$ cat config.mk
export PLATFORM = sky130hd
export DESIGN_NAME = array_priority_queue_unit_flat
export DESIGN_NICKNAME = d
export VERILOG_FILES = /design/src/rtl/apq_pkg.sv /design/src/rtl/apq_if.sv /design/src/rtl/apq_cell.sv /design/src/rtl/array_priority_queue_unit.sv /design/src/flat_wrapper.sv
export VERILOG_INCLUDE_DIRS = /design/src /design/src/rtl
export SDC_FILE = /design/constraint.sdc
export NUM_CORES = 1
export LEC_CHECK = 0
export BUFFER_PORTS_ARGS = -buffer_cell sky130_fd_sc_hd__clkbuf_2
export CELL_PAD_IN_SITES_DETAIL_PLACEMENT = 1
export CELL_PAD_IN_SITES_GLOBAL_PLACEMENT = 1
export CORE_MARGIN = 3
export CORE_UTILIZATION = 46
export DETAILED_ROUTE_END_ITERATION = 16
export PLACE_DENSITY_LB_ADDON = 0.1
export SLEW_MARGIN = 20
export SYNTH_ARGS = -nofsm -noshare
export SYNTH_HDL_FRONTEND = slang
export SYNTH_HIERARCHICAL = 1
export SYNTH_SLANG_ARGS = --single-unit
$ cat constraint.sdc
create_clock -name clk_i -period 3.7 [get_ports clk_i]
set_clock_uncertainty 0.05 [all_clocks]
set_input_delay 0.185 -clock clk_i [delete_from_list [all_inputs] [get_ports clk_i]]
set_output_delay 0.185 -clock clk_i [all_outputs]
set_load 0.03 [all_outputs]
$ cat src/rtl/array_priority_queue_unit_macros.svh
// assertion helpers shared by the rtl
`ifndef ARRAY_PRIORITY_QUEUE_UNIT_MACROS_SVH
`define ARRAY_PRIORITY_QUEUE_UNIT_MACROS_SVH

// same-cycle implication, checked out of reset
`define APQ_ASSERT_NOW(lbl, clk, rstn, ante, cons, msg) \
  lbl: assert property (@(posedge clk) disable iff (!rstn) (ante) |-> (cons)) else $error(msg);

// next-cycle implication, checked out of reset
`define APQ_ASSERT_NEXT(lbl, clk, rstn, ante, cons, msg) \
  lbl: assert property (@(posedge clk) disable iff (!rstn) (ante) |=> (cons)) else $error(msg);

`endif

$ cat src/rtl/apq_pkg.sv
`default_nettype none

package apq_pkg;

  localparam int DEPTH         = 16;
  localparam int ELEMENT_BITS  = 16;
  localparam int PRIORITY_BITS = 8;
  localparam int CNT_BITS      = $clog2(DEPTH + 1);
  localparam int ACTION_BITS   = 2;
  localparam int STATUS_BITS   = 2;

  localparam logic [ACTION_BITS-1:0] ACT_ENQUEUE = 2'd0;
  localparam logic [ACTION_BITS-1:0] ACT_DEQUEUE = 2'd1;
  localparam logic [ACTION_BITS-1:0] ACT_PEEK    = 2'd2;

  localparam logic [STATUS_BITS-1:0] ST_OK        = 2'd0;
  localparam logic [STATUS_BITS-1:0] ST_OVERFLOW  = 2'd1;
  localparam logic [STATUS_BITS-1:0] ST_UNDERFLOW = 2'd2;

  typedef struct packed {
    logic [ELEMENT_BITS-1:0]  elem;
    logic [PRIORITY_BITS-1:0] prio;
  } entry_t;

  // broadcast to every cell of the chain
  typedef struct packed {
    logic   enq;
    logic   deq;
    entry_t new_entry;
  } cell_ctrl_t;

endpackage

`default_nettype wire

$ cat src/rtl/apq_if.sv
`default_nettype none

interface apq_req_if;
  logic                                valid;
  logic                                ready;
  logic [apq_pkg::ACTION_BITS-1:0]     action;
  logic [apq_pkg::ELEMENT_BITS-1:0]    in_element;
  logic [apq_pkg::PRIORITY_BITS-1:0]   in_priority;

  modport source (output valid, output action, output in_element, output in_priority,
                  input ready);
  modport sink   (input valid, input action, input in_element, input in_priority,
                  output ready);
endinterface

interface apq_rsp_if;
  logic                                valid;
  logic                                ready;
  logic [apq_pkg::STATUS_BITS-1:0]     status;
  logic [apq_pkg::ELEMENT_BITS-1:0]    out_element;
  logic [apq_pkg::PRIORITY_BITS-1:0]   out_priority;
  logic [apq_pkg::CNT_BITS-1:0]        fill_level;

  modport source (output valid, output status, output out_element, output out_priority,
                  output fill_level, input ready);
  modport sink   (input valid, input status, input out_element, input out_priority,
                  input fill_level, output ready);
endinterface

`default_nettype wire

$ cat src/rtl/apq_cell.sv
`default_nettype none

module apq_cell (
  input  wire                  clk_i,
  input  apq_pkg::cell_ctrl_t  ctrl_i,
  input  wire                  occupied_i,
  input  wire                  left_ahead_i,
  input  apq_pkg::entry_t      left_entry_i,
  input  apq_pkg::entry_t      right_entry_i,
  output apq_pkg::entry_t      entry_o,
  output logic                 ahead_o
);
  import apq_pkg::*;

  entry_t entry_q, entry_d;

  // stays in front of a new entry: ties keep the older one first
  assign ahead_o = occupied_i && (entry_q.prio >= ctrl_i.new_entry.prio);

  always_comb begin
    entry_d = entry_q;
    if (ctrl_i.enq) begin
      if (ahead_o) begin
        entry_d = entry_q;
      end else if (left_ahead_i) begin
        entry_d = ctrl_i.new_entry;
      end else begin
        entry_d = left_entry_i;
      end
    end else if (ctrl_i.deq) begin
      entry_d = right_entry_i;
    end
  end

  always_ff @(posedge clk_i) begin
    entry_q <= entry_d;
  end

  assign entry_o = entry_q;

endmodule

`default_nettype wire

$ cat src/rtl/array_priority_queue_unit.sv
// array_priority_queue_unit: bounded priority queue of (element, priority) pairs
//
// req_i carries one request per transfer: enqueue, dequeue highest or peek
// highest. rsp_o returns exactly one result per request: status, the element
// and priority removed or peeked (zero otherwise) and the fill level after it.
// Entries live in a row of cells kept in descending priority order, equal
// priorities in arrival order, so the head cell always holds the winner.
// An enqueue moves every cell at once: a cell keeps its entry, takes the new
// one or takes its left neighbor's; a dequeue shifts the row one cell toward
// the head. The result is registered and appears in the cycle after the
// request transfer. Throughput: one request per cycle while the receiver
// keeps up, set by the chain update; the response register is the only
// buffer between the two channels. When the receiver stalls, the result is
// held and req_i.ready drops until the result transfers. Reset empties the
// queue and clears the response valid; stored entries are not cleared, only
// cells below the count are read.
`default_nettype none

module array_priority_queue_unit (
  input  wire          clk_i,
  input  wire          rst_ni,
  apq_req_if.sink      req_i,
  apq_rsp_if.source    rsp_o
);
  import apq_pkg::*;

  logic [CNT_BITS-1:0]    count_q, count_d;
  logic                   rsp_valid_q;
  logic [STATUS_BITS-1:0] status_q, status_d;
  entry_t                 out_q, out_d;

  logic       fire;
  logic       full;
  logic       empty;
  cell_ctrl_t ctrl;

  // chain wiring
  entry_t     cell_entry [DEPTH];
  logic       cell_ahead [DEPTH];

  assign full  = (count_q == CNT_BITS'(DEPTH));
  assign empty = (count_q == '0);

  // response register frees when its result transfers
  assign req_i.ready = !rsp_valid_q || rsp_o.ready;
  assign fire        = req_i.valid && req_i.ready;

  // request decode
  always_comb begin
    ctrl.enq            = 1'b0;
    ctrl.deq            = 1'b0;
    ctrl.new_entry.elem = req_i.in_element;
    ctrl.new_entry.prio = req_i.in_priority;
    status_d            = ST_OK;
    out_d               = '0;
    count_d             = count_q;
    unique case (req_i.action) inside
      ACT_ENQUEUE: begin
        if (full) begin
          status_d = ST_OVERFLOW;
        end else begin
          ctrl.enq = fire;
          count_d  = count_q + CNT_BITS'(1);
        end
      end
      ACT_DEQUEUE, ACT_PEEK: begin
        if (empty) begin
          status_d = ST_UNDERFLOW;
        end else begin
          // head cell holds the highest priority, oldest first on ties
          out_d = cell_entry[0];
          if (req_i.action == ACT_DEQUEUE) begin
            ctrl.deq = fire;
            count_d  = count_q - CNT_BITS'(1);
          end
        end
      end
      default: begin
        // unused code: no change, report current level
        status_d = ST_OK;
      end
    endcase
  end

  // row of cells, each talking only to its neighbors
  for (genvar i = 0; i < DEPTH; i++) begin : g_cell
    logic   occupied;
    logic   left_ahead;
    entry_t left_entry;
    entry_t right_entry;

    assign occupied = (CNT_BITS'(i) < count_q);

    if (i == 0) begin : g_head
      // nothing sits in front of the head cell
      assign left_ahead = 1'b1;
      assign left_entry = ctrl.new_entry;
    end else begin : g_body
      assign left_ahead = cell_ahead[i-1];
      assign left_entry = cell_entry[i-1];
    end

    if (i == DEPTH - 1) begin : g_tail
      // tail content past the count is never read
      assign right_entry = cell_entry[i];
    end else begin : g_inner
      assign right_entry = cell_entry[i+1];
    end

    apq_cell u_cell (
      .clk_i         (clk_i),
      .ctrl_i        (ctrl),
      .occupied_i    (occupied),
      .left_ahead_i  (left_ahead),
      .left_entry_i  (left_entry),
      .right_entry_i (right_entry),
      .entry_o       (cell_entry[i]),
      .ahead_o       (cell_ahead[i])
    );
  end

  // control state
  always_ff @(posedge clk_i or negedge rst_ni) begin
    if (!rst_ni) begin
      count_q     <= '0;
      rsp_valid_q <= 1'b0;
    end else begin
      if (fire) begin
        count_q     <= count_d;
        rsp_valid_q <= 1'b1;
      end else if (rsp_o.ready) begin
        rsp_valid_q <= 1'b0;
      end
    end
  end

  // response payload, no reset needed
  always_ff @(posedge clk_i) begin
    if (fire) begin
      status_q <= status_d;
      out_q    <= out_d;
    end
  end

  assign rsp_o.valid        = rsp_valid_q;
  assign rsp_o.status       = status_q;
  assign rsp_o.out_element  = out_q.elem;
  assign rsp_o.out_priority = out_q.prio;
  assign rsp_o.fill_level   = count_q;

  `include "array_priority_queue_unit_macros.svh"

  // an accepted enqueue on a non-full queue grows the row by one
  `APQ_ASSERT_NEXT(a_enq_grows, clk_i, rst_ni, fire && req_i.action == ACT_ENQUEUE && !full, count_q == $past(count_q) + CNT_BITS'(1), "enqueue did not grow the queue")

  // an accepted dequeue on a non-empty queue shrinks it by one
  `APQ_ASSERT_NEXT(a_deq_shrinks, clk_i, rst_ni, fire && req_i.action == ACT_DEQUEUE && !empty, count_q == $past(count_q) - CNT_BITS'(1), "dequeue did not shrink the queue")

  // a peek returns the head and leaves the row alone
  `APQ_ASSERT_NEXT(a_peek_head, clk_i, rst_ni, fire && req_i.action == ACT_PEEK && !empty, rsp_o.out_priority == $past(cell_entry[0].prio) && $stable(count_q), "peek result differs from head")

  // the row stays ordered by priority at its front
  `APQ_ASSERT_NOW(a_head_order, clk_i, rst_ni, count_q >= CNT_BITS'(2), cell_entry[0].prio >= cell_entry[1].prio, "head cell out of order")

  // the fill level never exceeds the capacity
  `APQ_ASSERT_NOW(a_count_bound, clk_i, rst_ni, 1'b1, count_q <= CNT_BITS'(DEPTH), "fill level beyond capacity")

endmodule

`default_nettype wire
$ cat src/flat_wrapper.sv
// flat-port wrapper written by rule: the top's interface ports become plain ports
module array_priority_queue_unit_flat import apq_pkg::*;
  (clk_i, rst_ni, req_i_valid, req_i_action, req_i_in_element, req_i_in_priority, req_i_ready, rsp_o_valid, rsp_o_status, rsp_o_out_element, rsp_o_out_priority, rsp_o_fill_level, rsp_o_ready);
  apq_req_if req_i_i ();
  apq_rsp_if rsp_o_i ();
  input  wire clk_i;
  input  wire rst_ni;
  input wire logic [$bits(req_i_i.valid)-1:0] req_i_valid;
  input wire logic [$bits(req_i_i.action)-1:0] req_i_action;
  input wire logic [$bits(req_i_i.in_element)-1:0] req_i_in_element;
  input wire logic [$bits(req_i_i.in_priority)-1:0] req_i_in_priority;
  output wire logic [$bits(req_i_i.ready)-1:0] req_i_ready;
  output wire logic [$bits(rsp_o_i.valid)-1:0] rsp_o_valid;
  output wire logic [$bits(rsp_o_i.status)-1:0] rsp_o_status;
  output wire logic [$bits(rsp_o_i.out_element)-1:0] rsp_o_out_element;
  output wire logic [$bits(rsp_o_i.out_priority)-1:0] rsp_o_out_priority;
  output wire logic [$bits(rsp_o_i.fill_level)-1:0] rsp_o_fill_level;
  input wire logic [$bits(rsp_o_i.ready)-1:0] rsp_o_ready;
  assign req_i_i.valid = req_i_valid;
  assign req_i_i.action = req_i_action;
  assign req_i_i.in_element = req_i_in_element;
  assign req_i_i.in_priority = req_i_in_priority;
  assign req_i_ready = req_i_i.ready;
  assign rsp_o_valid = rsp_o_i.valid;
  assign rsp_o_status = rsp_o_i.status;
  assign rsp_o_out_element = rsp_o_i.out_element;
  assign rsp_o_out_priority = rsp_o_i.out_priority;
  assign rsp_o_fill_level = rsp_o_i.fill_level;
  assign rsp_o_i.ready = rsp_o_ready;
  array_priority_queue_unit u_core (.clk_i(clk_i), .rst_ni(rst_ni), .req_i(req_i_i), .rsp_o(rsp_o_i));
endmodule
* After elaboration in Yosys (flattened, before gate mapping)
Cells that the tools add are included.
** Cells by class
- Multiplexer cells :: 74
- Shifts and indexed selects :: 0
- Reductions and logical operators :: 43
- Add/sub/neg operators :: 2
- Equal/unequal tests :: 21
- Multipliers :: 0
- Magnitude comparators :: 32
- Bitwise gates (word level) :: 2
- Divide/modulo/power cells :: 0
** Operators by type and width (number)
- 2-to-1 mux 24 bit :: 60
- greater-or-equal comparator 8 bit :: 16
- less-than comparator 4 x 5 -> 1 bit, first input constant :: 8
- != test 2 bit, second input constant :: 17
- AND reduction 2 bit :: 16
- less-than comparator 3 x 5 -> 1 bit, first input constant :: 4
- logical AND 1 bit :: 17
- 2-to-1 mux 5 bit :: 3
- less-than comparator 1 x 5 -> 1 bit, first input constant :: 2
- less-than comparator 2 x 5 -> 1 bit, first input constant :: 2
- one-hot mux 5 bit (2 select lines) :: 1
- 2-to-1 mux 1 bit :: 8
- nonzero test 2 bit :: 3
- adder 5 x 1 -> 5 bit, second input constant :: 1
- equality test 5 bit, second input constant :: 1
- zero test 5 bit :: 1
- AND reduction 5 bit :: 1
- subtractor 5 x 1 -> 5 bit, second input constant :: 1
- one-hot mux 2 bit (2 select lines) :: 1
- OR reduction 2 bit :: 2
- equality test 2 x 1 -> 1 bit, second input constant :: 1
- equality test 2 bit, second input constant :: 1
- zero test 2 bit :: 1
- 2-to-1 mux 2 bit :: 1
- 4 further kinds :: 5
** Storage, ports and cells
- Bits in latches :: 0
- Bits in writable memories :: 0
- Register bits :: 416
- Bits of input ports :: 30
- Memories kept :: 0
- Output and inout port bits :: 33
- Bits in read-only memories :: 0
- Logic and storage cells :: 211

* Longest topological paths before layout
- Word-level depth :: 8
- Depth in mapped cells :: 10

* Hierarchy
Netlist, hierarchy kept.
** Modules (own cells, without submodules)
- apq_cell (u_core.g_cell[0].u_cell ...) :: times used 14, sequential area each 720.7 um2, cells each 134, area each 1455.1 um2
- apq_cell (u_core.g_cell[8].u_cell ...) :: times used 2, sequential area each 720.7 um2, cells each 134, area each 1453.9 um2
- array_priority_queue_unit :: times used 1, sequential area each 930.9 um2, cells each 129, area each 1572.8 um2

* Worst setup path after synthesis
No wires, ideal clock.
- Kind :: flip-flop to flip-flop
- Start point :: register u_core.rsp_valid_q, in the netlist u_core/rsp_o.valid
- End point :: register u_core.g_cell[0].u_cell.entry_q, in the netlist u_core/g_cell[0].u_cell/entry_o[0] (enable)
- Required time :: 3.261 ns
- Setup time :: 0.389 ns
- Arrival :: 3.489 ns
- Setup slack :: -0.228 ns
- Stages on the path, launching flop included :: 8
- Path buffers :: 2
- Period minus slack after synthesis :: 3.928 ns
- Path through :: dfrtp_1 -> nand2b_1 -> and2_1 -> and3_1 -> buf_6 -> clkbuf_8 -> nor2_1 -> a21oi_2
** RTL lines
- from (decl) :: RTL line array_priority_queue_unit.sv:28 : logic rsp_valid_q;
- from (signal assigned) :: RTL line array_priority_queue_unit.sv:126 : rsp_valid_q <= 1'b0;
- from (signal assigned) :: RTL line array_priority_queue_unit.sv:130 : rsp_valid_q <= 1'b1;
- from (signal assigned) :: RTL line array_priority_queue_unit.sv:132 : rsp_valid_q <= 1'b0;
- to (signal assigned) :: RTL line apq_cell.sv:36 : entry_q <= entry_d;
- to (decl) :: RTL line apq_cell.sv:15 : entry_t entry_q, entry_d;

==> summary.md <==
| Metric | Value |
|---|---|
| Clock tree root buffer cell | sky130_fd_sc_hd__clkbuf_16 |
| Final period util | roughly 84% |
| Worst voltage drop across the vdd grid | about 0.00035 V |
| Number of vias per cell after detailed routing | 5.43 |
| DIE HEIGHT | between 200 and 250 um |
| Internal power contribution | between 9000 and 10,000 uW |
| Number of pins exceeding their max-slew limit in the final report | 0 |
| #FFs+latches synth | about 420 |
| Number of antenna violations at the first check in global routing | 0 |
| Distinct cell type count after synthesis | 37 |
| Share of power burned in combinational logic | between 20% and 30% |
| Dominant combinational cell family by area after synthesis | multiplexers |
| Fmax | around 320 MHz |
| Die area | 56,900 um^2 |
| Period minus WS final | between 3 and 4 ns |
| Final std cell area, no fill | around 28,000 um^2 |
| Die X-Extent | roughly 240 um |
| Setup bufs post-CTS | 0 |
| Worst-skew pair later-pin latency | approximately 0.62 ns |
| Wire per inst | between 15 and 20 um |
| Top cells by area in the synthesized netlist | sky130_fd_sc_hd__edfxtp_1, sky130_fd_sc_hd__mux2i_1, sky130_fd_sc_hd__a21oi_1, sky130_fd_sc_hd__ha_1, sky130_fd_sc_hd__nor2_1 |
| Io pins | 63 |
| Fraction of registers with async set/reset | under 10% |
| Remaining antenna violation count | 0 |
| RePlAce Congestion | 0.805 |
| Total number of clock tree sinks | about 420 |
| Sw power | roughly 4400 uW |
| Number of H-tree branching levels | 2 |
| Worst endpoint data arrival time | roughly 3.4 ns |
| Final core utilization | 52.2% |
| Half-perimeter wire length after placement | between 40 and 50 mm |
| Post-synthesis net count | about 2,400 |
| Pin count of the biggest net entering global routing | between 100 and 150 |
| Filler-free cell count of the finished design | between 3,000 and 4,000 |
| Power density normalized to cell area | approximately 520 nW/um^2 |
| Switching part of the total power | ~31% |
| Element type at the critical path end | register |
| Area of the core | around 53,000 um^2 |
| Complex-gate fraction of the synthesized area | ~12% |
| Avg Inst Size Synth | about 11 um^2 |
| Number of standard cells after synthesis | between 2,000 and 2,500 |
| CTS Buffer Depth | 3 |
| NumNets Final | 2,471 |
| Wire length of the first global-routing pass | 91.5 mm |
| Worst hold path class | in -> reg |
| Site Rows | 84 |
| Top-area cell type share of the netlist area | 49.5% |
| Maximum Capacitance Violations | 0 |
| Number of endpoints failing setup at the final stage | 0 |
| Final Hold Fails | 0 |
| Initial standard-cell utilization of the core | between 40% and 50% |
| Pre-antenna DRT Iters | 5 |
| Adder and majority gate portion of the synthesized area | 6.75% |
| Slew Limit Headroom | approximately two fifths |
| CP required | about 4 ns |
| Combined global-route utilization of all metal layers | roughly a fifth |
| Clock tree from TritonCTS | built |
| Vias in the first global route | roughly 17,000 |
| Post-synthesis share of cell area spent on and, or, nand and nor gates | 8.80% |
| Sequential fraction of the synthesis area | 50.1% |
| Status | finished clean |
| Number of fill cells in the layout | about 5,600 |
| Leakage power total | approximately 0.011 uW |
| Share of total power in sequential cells | approximately two fifths |
| Detailed router's first-iteration violation count | between 800 and 900 |
| Largest area contributor in the netlist | sky130_fd_sc_hd__edfxtp_1 |
| Post-synth EDFFs | a little over 400 |
| Post-synth top cells | sky130_fd_sc_hd__a21oi_1, sky130_fd_sc_hd__edfxtp_1, sky130_fd_sc_hd__nor2_1 |
| Commonest register cell after synthesis | sky130_fd_sc_hd__edfxtp_1 |
| Warnings, synthesis | 6 |
| Setup repair after global routing missed its margin | no |
| Final setup TNS | 0 ns |
| Number of antenna cells inserted | 0 |
| Sort of element at the start of the critical path | register |
| # port buffers | 62 |
| Total CTS buffers | 49 |
| Clock network power share | between 30% and 40% |
| Post-Syn Area | roughly 25,000 um^2 |
| Cell with the most instances after synthesis | sky130_fd_sc_hd__a21oi_1 |
| Least-Margin Pin Slew | 0.921 ns |
| Maximum fanout encountered on the critical timing path | 16 |
| Layout Area Growth over Synthesis | 11.2% |
| Share of the synthesized netlist area taken by xor and xnor gates | 0.176% |
| Final Routed Wirelength | about 57 mm |
| Number of remaining DRC errors | 0 |
| Critical path start-end classification | reg -> reg |
| Total vias in the final route | approximately 16,000 |
| Portion of netlist area occupied by mux cells | 15.6% |
| Number of cells in the design after placement | 2,940 |
| Global route overflow | 0 |
| Clock transition at the registers of the reported paths | about 0.060 ns |
| Placement-stage cell area | around 26,000 um^2 |
| Layout cell share with drive strength beyond 1 | about an eighth |
registers in the layout (all words and copies together), names as in the netlist:
signal / flops
u_core/rsp_o.out_element: 16
u_core/rsp_o.valid: 1
u_core/g_cell.u_cell/entry_o: 384
u_core/rsp_o.status: 2
u_core/rsp_o.fill_level: 5
u_core/rsp_o.out_priority: 8
power groups by stage:
| stage | Combinational (uW) | Sequential [uW] | Clock (uW) |
|---|---|---|---|
| after floorplan | 2700 | 5890 | 0 |
| after global placement | 3740 | 5840 | 0 |
| after detailed placement | 3870 | 5850 | 0 |
| after CTS | 3870 | 5760 | 4920 |
| after global routing | 4190 | 5790 | 5100 |
| final | 3830 | 5750 | 4750 |
metrics by stage:
step                      total power [uW]  setup slack, ns  hold slack [ns]
after floorplan                       8590           0.0562           -0.161
after global placement                9570            0.470          -0.0312
after detailed placement              9720            0.378          -0.0261
after CTS                            14500            0.606           0.0226
after global routing                 15100            0.448           0.0455
final                                14300            0.603           0.0559
worst max-delay path, stage by stage, from the launching register on:
cell	delay (ns)
sky130_fd_sc_hd__dfrtp_1	0.51
sky130_fd_sc_hd__nand2_1	0.22
sky130_fd_sc_hd__o21bai_1	0.38
sky130_fd_sc_hd__inv_1	0.17
sky130_fd_sc_hd__a21o_2	0.24
sky130_fd_sc_hd__o32ai_4	0.62
sky130_fd_sc_hd__buf_12	0.26
sky130_fd_sc_hd__mux2i_1	0.26
sky130_fd_sc_hd__a21oi_1	0.10
placed cells by master (no fill, tap or decap), types with 2 or more instances in the layout:
cell	n
sky130_fd_sc_hd__inv_1	150
sky130_fd_sc_hd__xor2_1	3
sky130_fd_sc_hd__dlygate4sd3_1	4
sky130_fd_sc_hd__nor2_1	404
sky130_fd_sc_hd__ha_1	134
sky130_fd_sc_hd__nand3_1	19
sky130_fd_sc_hd__or4_4	16
sky130_fd_sc_hd__xnor2_1	2
sky130_fd_sc_hd__clkinvlp_4	2
sky130_fd_sc_hd__clkbuf_1	7
sky130_fd_sc_hd__edfxtp_1	410
sky130_fd_sc_hd__buf_12	19
sky130_fd_sc_hd__bufinv_16	4
sky130_fd_sc_hd__a21o_1	20
sky130_fd_sc_hd__o211ai_1	16
sky130_fd_sc_hd__clkbuf_2	62
sky130_fd_sc_hd__o32ai_4	15
sky130_fd_sc_hd__dfrtp_1	6
sky130_fd_sc_hd__buf_4	49
sky130_fd_sc_hd__clkinv_16	3
sky130_fd_sc_hd__and2_1	24
sky130_fd_sc_hd__nand2_1	9
sky130_fd_sc_hd__mux2i_1	386
sky130_fd_sc_hd__a21oi_2	32
sky130_fd_sc_hd__a21oi_1	419
sky130_fd_sc_hd__clkbuf_16	49
sky130_fd_sc_hd__o21bai_1	3
sky130_fd_sc_hd__o21ai_0	3
sky130_fd_sc_hd__clkinv_1	13
sky130_fd_sc_hd__nand2b_1	23
sky130_fd_sc_hd__clkinv_2	11
sky130_fd_sc_hd__a21o_2	14
routing by layer:
| metal | GRT usage, % | vias to the layer above | part of all wire (%) |
|---|---|---|---|
| li1 | - | 8297 | - |
| met1 | 27.4 | 7939 | 48 |
| met2 | 33.3 | 167 | 47 |
| met3 | 2.77 | 69 | 2.8 |
| met4 | 4.40 | 0 | 1.9 |
| met5 | 0 | - | 0 |
what timing repair did:
| action | 4_1_cts | 5_1_grt |
|---|---|---|
| setup endpoints to repair | 0 | 0 |
| hold buffers | 4 | 0 |
| resized for setup | 0 | 0 |
| endpoints found under the hold margin | 12 | 0 |
path summary, 6_finish.rpt:
check	from	cells after the start	slack, ns	endpoint
setup / recovery	u_core/rsp_o.fill_level[0]	8	0.60	u_core/g_cell[15].u_cell/entry_o[14]
setup reg to reg	u_core/rsp_o.fill_level[0]	8	0.60	u_core/g_cell[15].u_cell/entry_o[14]
min in group asynchronous	rst_ni	3	0.51	u_core/rsp_o.fill_level[3]
hold / removal	req_i_action[1]	3	0.06	u_core/rsp_o.status[0]
hold reg to reg	u_core/g_cell[0].u_cell/entry_o[23]	1	0.50	u_core/rsp_o.out_element[15]
max in group asynchronous	rst_ni	3	2.86	u_core/rsp_o.fill_level[0]
kinds of logic (layout without fill, tap and decap cells):
kind of cell / after synthesis / in the layout
AOI/OAI and AO/OA: 525 / 525
other: 1 / 1
and+or+nand+nor: 504 / 504
buffers and inverters: 301 / 373
DFF: 416 / 416
adders and majority gates: 134 / 134
muxes: 387 / 387
xor gates and xnor gates: 5 / 5
layout make-up:
type	count	area (um^2)	area share, %
Sequential cell	416	12500	45.1
Clock buffer	56	1250	4.53
Clock inverter	33	329	1.19
Timing Repair Buffer	134	1100	3.98
Inverter	150	563	2.04
Tap cell	688	861	3.12
Multi-Input combinational cell	1556	11100	40.0
No activity file was read; power rests on OpenSTA's default activity.
